$ cat src/hsfd_pkg.sv
package hsfd_pkg;

    localparam int SENSOR_COUNT = 3;
    localparam int SENSOR_W = (SENSOR_COUNT > 1) ? $clog2(SENSOR_COUNT) : 1;

    localparam int FRAME_BYTES = 7;
    localparam logic [2:0] LAST_POS = 3'(FRAME_BYTES - 1);

    localparam int K_W = 21;
    localparam logic [K_W-1:0] K_FULL = 21'd1089430;
    localparam logic [K_W-1:0] K_SHORT = 21'd544715;
    localparam int PROD_W = 12 + K_W + 1;
    localparam logic [PROD_W-1:0] ROUND_HALF = PROD_W'(32768);

    localparam logic [2:0] REG_FULL_RANGE = 3'd0;

    typedef struct packed {
        logic [1:0]         sensor_number;
        logic signed [11:0] raw_x;
        logic signed [11:0] raw_y;
        logic signed [11:0] raw_z;
        logic               sensor_failed;
        logic [2:0]         fail_mask;
        logic               scan_last;
    } t_frame_rec;

endpackage

$ cat src/hall_sensor_frame_decoder_core.sv
// channel   | dir | tdata                         | tuser          | tlast
// s_axis    | in  | rx_byte                       | short_transfer | -
// m_axis    | out | sensor_number..fail_mask      | sensor_failed  | scan_last
// apb       | in  | register 0 full_range at 0x0  | -              | -
//
// one beat per cycle while the queue has room; a frame result is written into the two-entry record queue
// on its last input beat, then registered by the single multiply stage in the back end
// synchronous active-low reset clears position, parity, sensor index, fail mask, queue, output valid
// output stall fills the queue, then s_axis_tready drops; input side never waits on idle output
module hall_sensor_frame_decoder_core (
    input  logic         i_clk,
    input  logic         i_rst_n,
    input  logic         s_axis_tvalid,
    output logic         s_axis_tready,
    input  logic [7:0]   s_axis_tdata,   // [7:0] rx_byte
    input  logic         s_axis_tuser,   // [0] short_transfer
    output logic         m_axis_tvalid,
    input  logic         m_axis_tready,
    // [1:0] sensor_number, [13:2] raw_x, [25:14] raw_y, [37:26] raw_z,
    // [54:38] scaled_x, [71:55] scaled_y, [88:72] scaled_z, [91:89] fail_mask
    output logic [95:0]  m_axis_tdata,
    output logic         m_axis_tuser,   // [0] sensor_failed
    output logic         m_axis_tlast,
    input  logic         psel,
    input  logic         penable,
    input  logic         pwrite,
    input  logic [2:0]   paddr,
    input  logic [31:0]  pwdata,
    output logic [31:0]  prdata,
    output logic         pready
);

    logic r_full_range;
    logic push;
    logic pop;
    logic q_full;
    logic q_valid;
    hsfd_pkg::t_frame_rec front_rec;
    hsfd_pkg::t_frame_rec q_rec;
    hsfd_pkg::t_frame_rec out_rec;
    logic signed [16:0] sx, sy, sz;

    assign pready = 1'b1;
    assign prdata = (paddr == hsfd_pkg::REG_FULL_RANGE) ? {31'd0, r_full_range} : 32'd0;

    always_ff @(posedge i_clk) begin
        if (!i_rst_n) begin
            r_full_range <= 1'b1;
        end else if (psel && penable && pwrite && pready
                     && paddr == hsfd_pkg::REG_FULL_RANGE) begin
            r_full_range <= pwdata[0];
        end
    end

    hsfd_front u_front (
        .i_clk            (i_clk),
        .i_rst_n          (i_rst_n),
        .i_valid          (s_axis_tvalid),
        .o_ready          (s_axis_tready),
        .i_rx_byte        (s_axis_tdata),
        .i_short_transfer (s_axis_tuser),
        .o_push           (push),
        .o_rec            (front_rec),
        .i_full           (q_full)
    );

    hsfd_queue u_queue (
        .i_clk   (i_clk),
        .i_rst_n (i_rst_n),
        .i_push  (push),
        .i_rec   (front_rec),
        .o_full  (q_full),
        .i_pop   (pop),
        .o_valid (q_valid),
        .o_rec   (q_rec)
    );

    hsfd_back u_back (
        .i_clk        (i_clk),
        .i_rst_n      (i_rst_n),
        .i_full_range (r_full_range),
        .i_valid      (q_valid),
        .i_rec        (q_rec),
        .o_pop        (pop),
        .o_valid      (m_axis_tvalid),
        .i_ready      (m_axis_tready),
        .o_rec        (out_rec),
        .o_scaled_x   (sx),
        .o_scaled_y   (sy),
        .o_scaled_z   (sz)
    );

    assign m_axis_tdata = {4'd0, out_rec.fail_mask, sz, sy, sx,
                           out_rec.raw_z, out_rec.raw_y, out_rec.raw_x,
                           out_rec.sensor_number};
    assign m_axis_tuser = out_rec.sensor_failed;
    assign m_axis_tlast = out_rec.scan_last;

endmodule

$ cat src/hsfd_front.sv
module hsfd_front (
    input  logic                i_clk,
    input  logic                i_rst_n,
    input  logic                i_valid,
    output logic                o_ready,
    input  logic [7:0]          i_rx_byte,
    input  logic                i_short_transfer,
    output logic                o_push,
    output hsfd_pkg::t_frame_rec o_rec,
    input  logic                i_full
);

    logic [2:0] r_pos;
    logic [2:0] n_pos;
    logic [7:0] r_parity;
    logic [7:0] n_parity;
    logic [hsfd_pkg::SENSOR_W-1:0] r_sensor;
    logic [hsfd_pkg::SENSOR_W-1:0] n_sensor;
    logic [2:0] r_mask;
    logic [2:0] n_mask;
    logic [7:0] r_b0, r_b1, r_b2, r_b4, r_b5;
    logic [hsfd_pkg::SENSOR_W+1:0] sensor_ext;
    logic accept;
    logic frame_end;
    logic failed;
    logic last;
    logic [2:0] mask_now;

    assign o_ready = !i_full;
    assign accept = i_valid && o_ready;
    assign frame_end = i_short_transfer || (r_pos == hsfd_pkg::LAST_POS);
    assign failed = i_short_transfer || !((^r_parity) ^ i_rx_byte[7]);
    assign last = (r_sensor == hsfd_pkg::SENSOR_W'(hsfd_pkg::SENSOR_COUNT - 1));
    assign mask_now = failed ? (r_mask | (3'b001 << r_sensor)) : r_mask;
    assign sensor_ext = {2'b00, r_sensor};
    assign o_push = accept && frame_end;

    always_comb begin
        o_rec.sensor_number = sensor_ext[1:0];
        o_rec.raw_x = failed ? 12'sd0 : {r_b0, r_b4[7:4]};
        o_rec.raw_y = failed ? 12'sd0 : {r_b1, r_b4[3:0]};
        o_rec.raw_z = failed ? 12'sd0 : {r_b2, r_b5[3:0]};
        o_rec.sensor_failed = failed;
        o_rec.fail_mask = mask_now;
        o_rec.scan_last = last;
    end

    always_comb begin
        n_pos = r_pos;
        n_parity = r_parity;
        n_sensor = r_sensor;
        n_mask = r_mask;
        if (accept) begin
            if (frame_end) begin
                n_pos = 3'd0;
                n_parity = 8'd0;
                if (last) begin
                    n_sensor = '0;
                    n_mask = 3'd0;
                end else begin
                    n_sensor = r_sensor + 1'b1;
                    n_mask = mask_now;
                end
            end else begin
                n_pos = r_pos + 3'd1;
                n_parity = r_parity ^ i_rx_byte;
            end
        end
    end

    always_ff @(posedge i_clk) begin
        if (!i_rst_n) begin
            r_pos <= 3'd0;
            r_parity <= 8'd0;
            r_sensor <= '0;
            r_mask <= 3'd0;
        end else begin
            r_pos <= n_pos;
            r_parity <= n_parity;
            r_sensor <= n_sensor;
            r_mask <= n_mask;
        end
    end

    // frame payload bytes, byte 3 is never used
    always_ff @(posedge i_clk) begin
        if (accept && !frame_end) begin
            case (r_pos)
                3'd0: r_b0 <= i_rx_byte;
                3'd1: r_b1 <= i_rx_byte;
                3'd2: r_b2 <= i_rx_byte;
                3'd4: r_b4 <= i_rx_byte;
                3'd5: r_b5 <= i_rx_byte;
                default: ;
            endcase
        end
    end

endmodule

$ cat src/hsfd_queue.sv
module hsfd_queue (
    input  logic                 i_clk,
    input  logic                 i_rst_n,
    input  logic                 i_push,
    input  hsfd_pkg::t_frame_rec i_rec,
    output logic                 o_full,
    input  logic                 i_pop,
    output logic                 o_valid,
    output hsfd_pkg::t_frame_rec o_rec
);

    hsfd_pkg::t_frame_rec r_mem [2];
    logic       r_wr;
    logic       r_rd;
    logic [1:0] r_count;

    assign o_full = (r_count == 2'd2);
    assign o_valid = (r_count != 2'd0);
    assign o_rec = r_mem[r_rd];

    always_ff @(posedge i_clk) begin
        if (i_push) begin
            r_mem[r_wr] <= i_rec;
        end
    end

    always_ff @(posedge i_clk) begin
        if (!i_rst_n) begin
            r_wr <= 1'b0;
            r_rd <= 1'b0;
            r_count <= 2'd0;
        end else begin
            if (i_push) begin
                r_wr <= !r_wr;
            end
            if (i_pop) begin
                r_rd <= !r_rd;
            end
            case ({i_push, i_pop})
                2'b10: r_count <= r_count + 2'd1;
                2'b01: r_count <= r_count - 2'd1;
                default: r_count <= r_count;
            endcase
        end
    end

endmodule

$ cat src/hsfd_back.sv
module hsfd_back (
    input  logic                 i_clk,
    input  logic                 i_rst_n,
    input  logic                 i_full_range,
    input  logic                 i_valid,
    input  hsfd_pkg::t_frame_rec i_rec,
    output logic                 o_pop,
    output logic                 o_valid,
    input  logic                 i_ready,
    output hsfd_pkg::t_frame_rec o_rec,
    output logic signed [16:0]   o_scaled_x,
    output logic signed [16:0]   o_scaled_y,
    output logic signed [16:0]   o_scaled_z
);

    logic r_valid;
    hsfd_pkg::t_frame_rec r_rec;
    logic signed [16:0] r_sx, r_sy, r_sz;
    logic signed [hsfd_pkg::K_W:0] k;
    logic signed [hsfd_pkg::PROD_W-1:0] px, py, pz;

    assign k = $signed({1'b0, i_full_range ? hsfd_pkg::K_FULL : hsfd_pkg::K_SHORT});
    assign px = i_rec.raw_x * k + $signed(hsfd_pkg::ROUND_HALF);
    assign py = i_rec.raw_y * k + $signed(hsfd_pkg::ROUND_HALF);
    assign pz = i_rec.raw_z * k + $signed(hsfd_pkg::ROUND_HALF);

    assign o_pop = i_valid && (!r_valid || i_ready);
    assign o_valid = r_valid;
    assign o_rec = r_rec;
    assign o_scaled_x = r_sx;
    assign o_scaled_y = r_sy;
    assign o_scaled_z = r_sz;

    always_ff @(posedge i_clk) begin
        if (!i_rst_n) begin
            r_valid <= 1'b0;
        end else if (o_pop) begin
            r_valid <= 1'b1;
        end else if (i_ready) begin
            r_valid <= 1'b0;
        end
    end

    // arithmetic shift by 16 gives floor of the rounded product
    always_ff @(posedge i_clk) begin
        if (o_pop) begin
            r_rec <= i_rec;
            r_sx <= px[32:16];
            r_sy <= py[32:16];
            r_sz <= pz[32:16];
        end
    end

endmodule
$ cat config.mk
export PLATFORM = sky130hd
export DESIGN_NAME = hall_sensor_frame_decoder_core
export DESIGN_NICKNAME = d
export VERILOG_FILES = /design/src/hsfd_pkg.sv /design/src/hall_sensor_frame_decoder_core.sv /design/src/hsfd_front.sv /design/src/hsfd_queue.sv /design/src/hsfd_back.sv
export SDC_FILE = /design/constraint.sdc
export NUM_CORES = 1
export LEC_CHECK = 0
export ABC_CLOCK_PERIOD_IN_PS = 18680
export BUFFER_PORTS_ARGS = -buffer_cell sky130_fd_sc_hd__clkbuf_2
export CORE_ASPECT_RATIO = 1.4
export CORE_MARGIN = 3
export CORE_UTILIZATION = 50
export DETAILED_ROUTE_END_ITERATION = 10
export PLACE_DENSITY = 0.7
export SYNTH_ARGS = -nofsm -noshare
export SYNTH_HDL_FRONTEND = slang
export SYNTH_SLANG_ARGS = --single-unit
export TNS_END_PERCENT = 5
$ cat constraint.sdc
create_clock -name i_clk -period 18.68 [get_ports i_clk]
set_input_delay 3.736 -clock i_clk [delete_from_list [all_inputs] [get_ports i_clk]]
set_output_delay 3.736 -clock i_clk [all_outputs]
set_load 0.005 [all_outputs]
== After elaboration in Yosys (flattened, before gate mapping) ==
Memory sizes are Yosys's and may differ from the RTL's. A register that Yosys moved wholly into a read port is not among the register bits.
Index checks and enable logic that the tools add are counted.
Cells by class
  add/sub/neg operators: 7
  multipliers: 3
  divide/modulo/power cells: 0
  $lt $le $gt $ge: 0
  equal/unequal tests: 9
  shift operators: 1
  multiplexer cells: 17
  bitwise operators: 3
  reductions and logical operators: 28
Operators by type and width (number)
  33-bit by 17-bit adder with 33-bit output (second input constant): 3
  12-bit by 22-bit multiplier with 33-bit output: 3
  12-bit two-way mux: 3
  21-bit two-way mux: 1
  2-bit AND reduction: 6
  3-bit == test (second input constant): 3
  3-bit two-way mux: 3
  8-bit two-way mux: 1
  8-bit XOR reduction: 1
  8-bit bitwise XOR: 1
  1-bit logical AND: 7
  1-bit two-way mux: 7
  2-bit == test (second input constant): 3
  1-bit logical NOT: 6
  3-bit logical NOT: 2
  2-bit nonzero test: 3
  2-bit by 1-bit adder with 2-bit output (second input constant): 2
  2-bit one-hot mux with 2 select lines: 1
  3-bit by 1-bit adder with 3-bit output (second input constant): 1
  3-bit by 1-bit == test with 1-bit output (second input constant): 1
  3-bit by 2-bit == test with 1-bit output (second input constant): 1
  1-bit logical OR: 3
  3-bit OR: 1
  1-bit by 2-bit << shifter with 3-bit output (first input constant): 1
  other kinds (4): 4
Word-level totals
  flip-flop bits (word level): 152
  bits in latches: 0
  memory bits (writable): 86
  bits in read-only memories: 0
  input port bits: 51
  word-level logic and storage cells: 93
  memories kept: 1
Memories
  u_queue.r_mem: depth 2, width 43, rd ports 1, clocked after Yosys merged registers in 1, write ports 1, RTL line hsfd_queue.sv:12  | hsfd_pkg::t_frame_rec r_mem [2];

== Longest topological paths before layout ==
Gate-level depths: netlist of the first run.
  word-level depth: 6
  mapped depth: 27
  mapped depth without buffers: 25

== Cells and area by module ==
Synthesis of the first run repeated with hierarchy kept, for this count alone.
Second synthesis, totals
  cells, all modules: 2215
  area, all modules: 24901.4 sq um
Modules (own cells, without submodules)
  hsfd_back: instances 1, cells an instance 1830, area an instance 19000.7 sq um, sequential area each 2842.7 sq um
  hsfd_queue: instances 1, cells an instance 156, area an instance 3310.7 sq um, sequential area each 2682.6 sq um
  hsfd_front: instances 1, cells an instance 183, area an instance 2250.9 sq um, sequential area each 1401.3 sq um
  hall_sensor_frame_decoder_core: instances 1, cells an instance 46, area an instance 339.1 sq um, sequential area each 20.0 sq um

== Worst setup path after synthesis of the first run ==
Ideal clock, no wire load.
  kind: input -> register
  start point: in m_axis_tready
  end point: reg u_queue.r_count[1]
  setup time: 0.076 ns
  arrival time: 9.083 ns
  path slack: 9.521 ns
  stages on the path: 5
  cell sequence: nor2b_1 > nor2_1 > ha_1 > or3_1 > a21boi_0
On the way
  longest elaborated chain between the ends: 4
  elaborated cells on any way between the ends: 6
RTL lines
  start: declaration: RTL line hall_sensor_frame_decoder_core.sv:18  | input logic m_axis_tready,
  1-bit logical OR *: RTL line hsfd_back.sv:27  | assign o_pop = i_valid && (!r_valid || i_ready);
  1-bit logical AND *: RTL line hsfd_back.sv:27
  net pop: RTL line hall_sensor_frame_decoder_core.sv:35  | logic pop;
  2-bit by 1-bit == test with 1-bit output / 2-bit == test (equally long branches): RTL line hsfd_queue.sv:39  | case ({i_push, i_pop})
  2-bit one-hot mux with 2 select lines / 2-bit nonzero test (equally long branches)
  end signal: assignment: RTL line hsfd_queue.sv:40  | 2'b10: r_count <= r_count + 2'd1;
  end signal: assignment: RTL line hsfd_queue.sv:41  | 2'b01: r_count <= r_count - 2'd1;
  end signal: assignment: RTL line hsfd_queue.sv:42  | default: r_count <= r_count;
  end: declaration: RTL line hsfd_queue.sv:15  | logic [1:0] r_count;
The timed path passes the listed nets; every way through them passes the cells marked *.
A chain may end at the register's enable or synchronous reset.

== Final worst setup path of the first run ==
  start point: in paddr[1]
  end point: out prdata[0]
On the way
  longest elaborated chain between the ends: 2
RTL lines
  start: declaration: RTL line hall_sensor_frame_decoder_core.sv:27  | input logic [2:0] paddr,
  3-bit logical NOT: RTL line hall_sensor_frame_decoder_core.sv:44  | assign prdata = (paddr == hsfd_pkg::REG_FULL_RANGE) ? {31'd0, r_full_range} : 32'd0;
  1-bit two-way mux: RTL line hall_sensor_frame_decoder_core.sv:44
  end: declaration: RTL line hall_sensor_frame_decoder_core.sv:29  | output logic [31:0] prdata,
Every way passes these cells.

==> results of run 1 <==
-- worst max-delay path by stage --
stage | start | to | slack, ns | cells after the start
2_1_floorplan | m_axis_tready | u_queue.r_count[1]$_SDFFE_PN0P_ | 9.52 | 5
3_3_place_gp | paddr[1] | prdata[0] | 10.65 | 4
3_5_place_dp | paddr[1] | prdata[0] | 10.65 | 4
4_1_cts | paddr[1] | prdata[0] | 10.64 | 4
5_1_grt | flop | u_back.o_scaled_y[16]$_DFFE_PP_ | 10.57 | 21
6_report | paddr[1] | prdata[0] | 10.65 | 4
-- layer usage --
metal | GRT usage | part of all wire | vias to the layer above
li1 | - | - | 7116
met1 | 0.248 | 0.40 | 7421
met2 | 0.362 | 0.52 | 300
met3 | 0.0267 | 0.039 | 108
met4 | 0.0796 | 0.044 | 0
met5 | 0 | 0 | -
-- state kept, by name, summed over array words and instances, names as in the netlist, named ones only --
| name | flops |
|---|---|
| u_queue.r_mem | 86 |
| u_back.o_rec | 43 |
| u_back.o_scaled_x | 17 |
| u_back.o_scaled_y | 17 |
| u_back.o_scaled_z | 17 |
| u_front.r_b0 | 8 |
| u_front.r_b1 | 8 |
| u_front.r_b2 | 8 |
| u_front.r_b4 | 8 |
| u_front.r_parity | 8 |
| u_front.r_b5 | 4 |
| u_front.r_mask | 3 |
| u_front.r_pos | 3 |
| u_front.r_sensor | 2 |
| u_queue.r_count | 2 |
| r_full_range | 1 |
| u_back.o_valid | 1 |
| u_queue.r_rd | 1 |
| u_queue.r_wr | 1 |
-- through the flow --
stage          utilization  area (um2)
4_1_cts              0.554       26600
2_1_floorplan            -       24700
3_3_place_gp         0.536       25800
3_5_place_dp         0.536       25800
5_1_grt              0.554       26600
6_report             0.554       26600
-- worst max-delay path: cells and delay by family --
| family | cells | cell delay (ns) |
|---|---|---|
| and+or+nand+nor | 2 | 0.37 |
| buffers and inverters | 2 | 0.19 |
-- logic make-up (layout without fill, tap and decap cells) --
family / after synthesis / in the layout / synth area share
other cells: 2 / 100 / 0.000309
fa+ha+maj: 667 / 667 / 0.447
mux: 44 / 44 / 0.0187
buf+inv: 652 / 757 / 0.106
flops: 239 / 239 / 0.286
simple gates: 317 / 317 / 0.0651
xor+xnor: 81 / 81 / 0.0292
compound gates: 182 / 182 / 0.0475
-- final cells by class --
cell class / instances / area (um2)
inverters: 586 / 2200
repair buffers: 123 / 633
multi-input cells: 1391 / 15200
clock inverters: 15 / 115
fillers: 4190 / 21400
well taps: 630 / 788
flip-flops and latches: 239 / 6950
clock buffers: 33 / 749
-- cells in the final DEF, fill, tap and decap left out, types with 5 or more instances in the layout --
master     instances
o21ai_0           33
o21ai_1            7
nor2_1            75
edfxtp_1         216
nand2_1           83
and2_1            54
o21bai_1           7
fa_1             338
a21o_1            31
and3_1             9
a21oi_1           57
nand3_1            5
mux2i_1           32
nor2b_1           22
nand2b_1          18
dfxtp_1           21
buf_4              7
inv_1            584
nand4_1            7
clkbuf_2         116
clkinv_2           5
or2_2             14
o31ai_1            6
ha_1             329
clkbuf_16         28
a31oi_1            5
conb_1           100
mux2_2            12
xor2_1            30
nor3_1            16
xnor2_1           51
==> out/metrics.csv, run 1 <==
metric,value,unit
status,"finished, final reports clean",
Worst Tran Pin Value,1.05,ns
minimum clock period,8.03,ns
pre-CTS setup slack,10.65,ns
Floorplan Core Area,48000,um2
Bufs on Longest Clock Path,3,
DRT Pass-1 Iters,5,
Buffers on Ports,116,
Final Non-Filler Cells,3017,
Cells after Synth,2184,
Reg-to-Reg End,u_back.o_scaled_y[16]$_DFFE_PP_,
Synth area leader,fa_1,
Crit-path slowest cell,nor3_1,
first-pass GRT wire length,82000,um
Hold Path End,u_front.r_mask[2]$_SDFFE_PN0P_,
Reg2Reg Setup Slack,11.02,ns
Final setup viols,0,
"Seq/Total Area, Yosys",0.286,
"Max FO, Critical Path",2,
die width,192,um
"Req. time, crit path",14.94,ns
asr flop ratio synth,0,
Tcrit/Tclk final,0.430,
"most used cell, CP",clkbuf_2,
routability congestion estimate,0.952,
worst setup margin,10.65,ns
placed insts,2969,
Layout Skew,0.0218,ns
Worst-Skew Late Latency,0.56,ns
post-synth top area share,0.278,
Area Overhead vs Synth,9.43,%
DP HPWL,41600,um
Ant. Diodes,0,
synth top area cells,"fa_1 (28%), edfxtp_1 (27%), ha_1 (17%)",
Worst-path clk slew,0.06,ns
Post-synth EDFFs,216,
Netlist cell types,60,
pin count of the biggest net entering global routing,67,
"Arr. time, crit path",4.30,ns
startpoint types,input port,
DR DRC count,0,
Die Y,267,um
Core Rows,95,
RSZ-0062 raised after global routing,no,
Slew headroom,0.277,
CP Capture Type,output pin,
Final Hold Vio Count,0,
setup_tns,0,ns
nets,3085,
ys flop type,edfxtp_1,
CP cell instances,"clkbuf_2, nor3_1, and2_1, clkbuf_2",
die area,51400,um2
I/O Pins,184,
Hold Startpoint,u_front.r_mask[2]$_SDFFE_PN0P_,
Netlist Area Pre-Place,24300,um2
per-cell routed wire length,16.3,um
Initial DRC Count,642,
Peak Freq,125,MHz
most numerous cell in the Yosys netlist,inv_1,
Max-Cap Viols,0,
"FF+latch count, synth",239,
vias per inst,4.95,
syn avg cell area,11.1,um2
via count of the first global-routing pass,16439,
Worst path max stage delay,0.21,ns
htree depth,1,
Post-CTS Setup Repair Bufs,0,
Hold Path Class,flop to flop,
clock sinks,239,
share of layout cells above drive strength 1,0.0876,
hold path depth,2,
final antenna-violating net count,0,
worst hold margin,0.441,ns
critical path class,input port to output pin,
reg2reg path depth,21,
final wirelength,49300,um
Initial Util,0.507,
clk root buf,clkbuf_16,
vias,14945,
Hold Buf Count CTS,0,
Num CTS Buffers,26,
gr usage total,0.203,
initial antenna violation count,0,
"Slew Viols, Final",0,
post-cts repair resize count,0,
Syn. warnings,0,
Overflow after GRT,0,
CTS tree,done,
"top cells by count, synth","inv_1 (584), fa_1 (338), ha_1 (329)",
Power of run 1 is not shown: default switching activity piles up to over one toggle a cycle in this logic, so the estimate is an artifact.
==> inputs of run 2 (changes only) <==
--- a/config.mk
+++ b/config.mk
@@ -5,13 +5,13 @@
 export SDC_FILE = /design/constraint.sdc
 export NUM_CORES = 1
 export LEC_CHECK = 0
-export ABC_CLOCK_PERIOD_IN_PS = 18680
+export ABC_CLOCK_PERIOD_IN_PS = 7300
 export BUFFER_PORTS_ARGS = -buffer_cell sky130_fd_sc_hd__clkbuf_2
 export CORE_ASPECT_RATIO = 1.4
 export CORE_MARGIN = 3
 export CORE_UTILIZATION = 50
 export DETAILED_ROUTE_END_ITERATION = 10
-export PLACE_DENSITY = 0.7
+export PLACE_DENSITY = 0.73
 export SYNTH_ARGS = -nofsm -noshare
 export SYNTH_HDL_FRONTEND = slang
 export SYNTH_SLANG_ARGS = --single-unit
==> constraint.sdc (replaced) <==
create_clock -name i_clk -period 7.3 [get_ports i_clk]
set_input_delay 1.46 -clock i_clk [delete_from_list [all_inputs] [get_ports i_clk]]
set_output_delay 1.46 -clock i_clk [all_outputs]
set_load 0.005 [all_outputs]
==> run 2 against run 1 <==
  * Sequential share of layout area shrank 0.32 points
  * Via count rose by 1.0%
  * Non-clock buffer count is 41 higher
  * Routed wire length up 0.22%
  * Worst hold slack improved by 0.00091 ns
  * Clock skew is 0.0090 ns lower
  * Die area is the same
  * Cell count increased by 1.4%
  * Critical path depth up 19
  * Count of clock-buffer cells in the layout decreased by 2
  * Global-route usage is 0.14 points lower
  * Highest routed layer unchanged
==> out/metrics.csv, run 2 (synthesized netlist as in run 1, its figures left out) <==
metric,value,unit,change
RSZ-0062 raised after global routing,no,,
"Slew Viols, Final",0,,unchanged
first-pass GRT wire length,81600,um,-0.57%
Bufs on Longest Clock Path,3,,unchanged
final antenna-violating net count,0,,unchanged
reg2reg path depth,23,,+9.5%
Initial Util,0.507,,unchanged
initial antenna violation count,0,,unchanged
worst hold margin,0.442,ns,+0.000907 ns
die area,51400,um2,unchanged
Ant. Diodes,0,,unchanged
vias per inst,4.93,,-0.38%
routability congestion estimate,0.953,,+0.12%
Largest register FFs,86,,unchanged
Max-Cap Viols,0,,unchanged
DRT Pass-1 Iters,5,,unchanged
Buffers on Ports,116,,unchanged
Tcrit/Tclk final,0.934,,
"most common cell after layout, fill and taps aside",inv_1,,
Worst Tran Pin Value,1.19,ns,+0.140 ns
Num CTS Buffers,27,,+3.8%
pre-CTS setup slack,0.381,ns,-10.27 ns
Reg2Reg Setup Slack,0.48,ns,-10.54 ns
critical path class,flop to flop,,
Layout Skew,0.0128,ns,-0.00901 ns
clock sinks,239,,unchanged
final wirelength,49400,um,+0.22%
setup_tns,0,ns,unchanged
Die Y,267,um,unchanged
Floorplan Core Area,48000,um2,unchanged
gr usage total,0.202,,-0.00141
pin count of the biggest net entering global routing,56,,-16%
startpoint types,flop,,
CTS tree,done,,
Biggest register,u_queue.r_mem,,
status,"finished, final reports clean",,
per-cell routed wire length,16.1,um,-1.2%
vias,15101,,+1.0%
I/O Pins,184,,unchanged
htree depth,1,,unchanged
nets,3127,,+1.4%
Final Hold Vio Count,0,,unchanged
clk root buf,clkbuf_16,,
Worst-Skew Late Latency,0.56,ns,about the same
DP HPWL,41800,um,+0.37%
Initial DRC Count,567,,-12%
Hold Buf Count CTS,0,,unchanged
via count of the first global-routing pass,16531,,+0.56%
Overflow after GRT,0,,unchanged
Final Util,0.561,,+0.00677
Area Overhead vs Synth,10.8,%,
Final setup viols,0,,unchanged
Slew headroom,0.204,,-0.0730
Reg-to-Reg End,u_back.o_scaled_y[16]$_DFFE_PP_,,
DR DRC count,0,,unchanged
"Max FO, Critical Path",17,,+15
die width,192,um,unchanged
Peak Freq,147,MHz,
Hold Path Class,flop to flop,,
most frequent cells in the layout,"inv_1 (584), fa_1 (338), ha_1 (329)",,
minimum clock period,6.82,ns,
Core Rows,95,,unchanged
share of layout cells above drive strength 1,0.102,,+0.0145
"Arr. time, crit path",7.12,ns,+2.82 ns
Worst-path clk slew,0.06,ns,about the same
"Req. time, crit path",7.60,ns,-7.34 ns
post-cts repair resize count,0,,unchanged
worst setup margin,0.485,ns,-10.16 ns
CP Capture Type,flop,,
Worst setup endpoint,u_back.o_scaled_y[16]$_DFFE_PP_,,
Post-CTS Setup Repair Bufs,0,,unchanged
## run 2: changes by cell type in the layout (fill, tap and decap cells not counted), moves of 2 or more
cell / delta
buf_12: +2
clkinv_2: -3
clkbuf_8: -3
inv_6: +4
buf_4: +39
inv_8: -2
clkbuf_1: +2
clkinv_1: +3
## run 2: cell type report
cell class / count / area [um2]
clock inverters: 19 / 163
flip-flops and latches: 239 / 6950
clock buffers: 31 / 691
well taps: 630 / 788
inverters: 586 / 2200
repair buffers: 164 / 966
multi-input cells: 1391 / 15200
fillers: 4138 / 21100
## run 2: routing by layer
layer  GRT usage  routed length (um)
met1       0.248               19900
met2       0.368               25900
met3      0.0212                1790
met4      0.0668                1760
met5           0                   0
## run 2: worst min path at each step
stage	slack, ns	endpoint	startpoint	cells past startpoint
after CTS	0.44	u_front.r_mask[2]$_SDFFE_PN0P_	u_front.r_mask[2]$_SDFFE_PN0P_	2
final	0.44	u_front.r_mask[2]$_SDFFE_PN0P_	u_front.r_mask[2]$_SDFFE_PN0P_	2
after global placement	0.42	u_front.r_mask[2]$_SDFFE_PN0P_	u_front.r_mask[2]$_SDFFE_PN0P_	2
after global routing	0.46	u_front.r_mask[2]$_SDFFE_PN0P_	u_front.r_mask[2]$_SDFFE_PN0P_	2
after floorplan	0.41	u_front.r_mask[2]$_SDFFE_PN0P_	u_front.r_mask[2]$_SDFFE_PN0P_	2
after detailed placement	0.43	u_front.r_mask[2]$_SDFFE_PN0P_	u_front.r_mask[2]$_SDFFE_PN0P_	2
## run 2: metrics by stage
| stage | area [um2] | std cells |
|---|---|---|
| 2_1_floorplan | 24700 | 2282 |
| 3_3_place_gp | 26100 | 3010 |
| 3_5_place_dp | 26100 | 3010 |
| 4_1_cts | 26900 | 3060 |
| 5_1_grt | 26900 | 3060 |
| 6_report | 26900 | 3060 |
## run 2: critical path, cell delays in order, from the launching register on
cell and delay (ns):
dfxtp_2 0.58, buf_12 0.24, mux2i_1 0.45, inv_1 0.26, fa_1 0.58, inv_1 0.05
fa_1 0.53, inv_1 0.05, fa_1 0.45, fa_1 0.51, inv_1 0.05, fa_1 0.47
inv_1 0.04, ha_1 0.33, a221oi_1 0.24, o21ai_0 0.12, nor3_1 0.26, o31ai_1 0.14
buf_4 0.16, a21oi_1 0.20, o21bai_1 0.20, a221o_1 0.36, a21oi_1 0.18, xnor2_1 0.09
Power of run 2 is left out for the same reason.
==> inputs of run 3 (changes only) <==
--- a/config.mk
+++ b/config.mk
@@ -11,7 +11,7 @@
 export CORE_MARGIN = 3
 export CORE_UTILIZATION = 50
 export DETAILED_ROUTE_END_ITERATION = 10
-export PLACE_DENSITY = 0.73
+export PLACE_DENSITY = 0.78
 export SYNTH_ARGS = -nofsm -noshare
 export SYNTH_HDL_FRONTEND = slang
 export SYNTH_SLANG_ARGS = --single-unit
==> run 3 against run 2 <==
  * Via count fell by 0.17%
  * Worst hold slack improved by 0.0030 ns
  * First-iteration DRC count rose by 19%
  * Cell count fell by 0.56%
  * Die area did not move
  * Register-to-register slack got worse by 0.06 ns
  * Non-clock buffer count fell by 12
  * Maximum frequency fell by 0.83%
  * Critical path depth fell by 2
  * Critical path type unchanged
==> out/metrics.csv, run 3 (synthesized netlist as in run 1, its figures left out) <==
metric,value,unit,change
Hold Path Class,flop to flop,,
"most used cell, CP",fa_1,,
Num CTS Buffers,25,,-7.4%
clock sinks,239,,unchanged
setup_tns,0,ns,unchanged
Floorplan Core Area,48000,um2,unchanged
Biggest register,u_queue.r_mem,,
die area,51400,um2,unchanged
Initial DRC Count,675,,+19%
Initial Util,0.507,,unchanged
CP Buf/Inv Count,5,,-2
CTS tree,done,,
Bufs on Longest Clock Path,3,,unchanged
share of layout cells above drive strength 1,0.0961,,-0.00591
Final setup viols,0,,unchanged
Hold Buf Count CTS,0,,unchanged
Die Y,267,um,unchanged
CP cell instances,"buf_4, mux2i_1, inv_1, fa_1, fa_1, inv_1, fa_1, inv_1, fa_1, fa_1, ha_1, nand2_1, o31ai_1, a31oi_1, o31ai_1, buf_4, a21oi_1, o21bai_1, a221o_1, a21oi_1, xnor2_1",,
"most common cell after layout, fill and taps aside",inv_1,,
first-pass GRT wire length,83700,um,+2.6%
Final Hold Vio Count,0,,unchanged
Tcrit/Tclk final,0.941,,+0.00782
area post-placement,26000,um2,-0.35%
vias per inst,4.95,,+0.39%
gr usage total,0.207,,+0.00527
most frequent cells in the layout,"inv_1 (584), fa_1 (338), ha_1 (329)",,
pin count of the biggest net entering global routing,56,,unchanged
RSZ-0062 raised after global routing,no,,
Ant. Diodes,0,,unchanged
nets,3113,,-0.45%
Area Overhead vs Synth,10.3,%,
Peak Freq,146,MHz,-0.83%
minimum clock period,6.87,ns,+0.0571 ns
I/O Pins,184,,unchanged
Final Util,0.559,,-0.00234
status,"finished, final reports clean",,
DRT Pass-1 Iters,7,,+2
DR DRC count,0,,unchanged
Overflow after GRT,0,,unchanged
"Slew Viols, Final",0,,unchanged
Worst path max stage delay,0.56,ns,-0.02 ns
Crit-path slowest cell,dfxtp_2,,
Worst Tran Pin Value,0.812,ns,-0.381 ns
initial antenna violation count,0,,unchanged
Slew headroom,0.458,,+0.254
startpoint types,flop,,
critical path class,flop to flop,,
Layout Skew,0.0242,ns,+0.0114 ns
Post-CTS Setup Repair Bufs,0,,unchanged
post-cts repair resize count,0,,unchanged
"Arr. time, crit path",7.18,ns,+0.06 ns
vias,15076,,-0.17%
Worst-path clk slew,0.06,ns,about the same
die width,192,um,unchanged
per-cell routed wire length,16.6,um,+3.2%
htree depth,1,,unchanged
Core Rows,95,,unchanged
clk root buf,clkbuf_16,,
final antenna-violating net count,0,,unchanged
final wirelength,50600,um,+2.6%
largest delay contributor family on the critical path,adder cells,,
Worst-Skew Late Latency,0.55,ns,about the same
"Req. time, crit path",7.60,ns,about the same
Buffers on Ports,116,,unchanged
CP Capture Type,flop,,
routability congestion estimate,0.902,,-5.4%
Final Cell Area,26800,um2,-0.42%
Largest register FFs,86,,unchanged
via count of the first global-routing pass,16732,,+1.2%
"Max FO, Critical Path",14,,-3
DP HPWL,42800,um,+2.4%
Max-Cap Viols,0,,unchanged
## run 3: cell count changes in the layout (fill, tap and decap cells not counted), moves of 2 or more
cell / before / now
clkinvlp_4: 2 / 4
clkinv_4: 4 / 1
inv_6: 7 / 3
buf_4: 46 / 34
## run 3: final timing paths
path | slack [ns] | startpoint | cells after the start | to
worst max register to register | 0.43 | flop | 21 | u_back.o_scaled_y[16]$_DFFE_PP_
worst max-delay path | 0.43 | flop | 21 | u_back.o_scaled_y[16]$_DFFE_PP_
worst min-delay path | 0.44 | u_front.r_mask[2]$_SDFFE_PN0P_ | 2 | u_front.r_mask[2]$_SDFFE_PN0P_
worst min register to register | 0.44 | u_front.r_mask[2]$_SDFFE_PN0P_ | 2 | u_front.r_mask[2]$_SDFFE_PN0P_
## run 3: tightest hold or removal path, cell delays in order, from the launching register on
cell,delay (ns)
dfxtp_1,0.30
inv_1,0.06
nor2_1,0.04
## run 3: metal layers
layer / wire [um] / vias up / global-route usage
met3: 1870 / 105 / 0.0227
met1: 20000 / 7467 / 0.249
li1: - / 7167 / -
met4: 1750 / 0 / 0.0672
met2: 27000 / 337 / 0.384
met5: 0 / - / 0
## run 3: stage by stage
step           cells  setup slack (ns)  hold WS (ns)
2_1_floorplan   2282             0.417         0.409
3_3_place_gp    2998             0.537         0.417
3_5_place_dp    2998             0.444         0.430
4_1_cts         3043             0.399         0.439
5_1_grt         3043            0.0559         0.468
6_report        3043             0.428         0.445
## run 3: layout make-up
class	instances	area, um2
multi-input cells	1391	15200
inverters	586	2200
well taps	630	788
fillers	4116	21200
clock buffers	30	687
repair buffers	152	876
flip-flops and latches	239	6950
clock inverters	15	148
Power of run 3 is left out for the same reason.
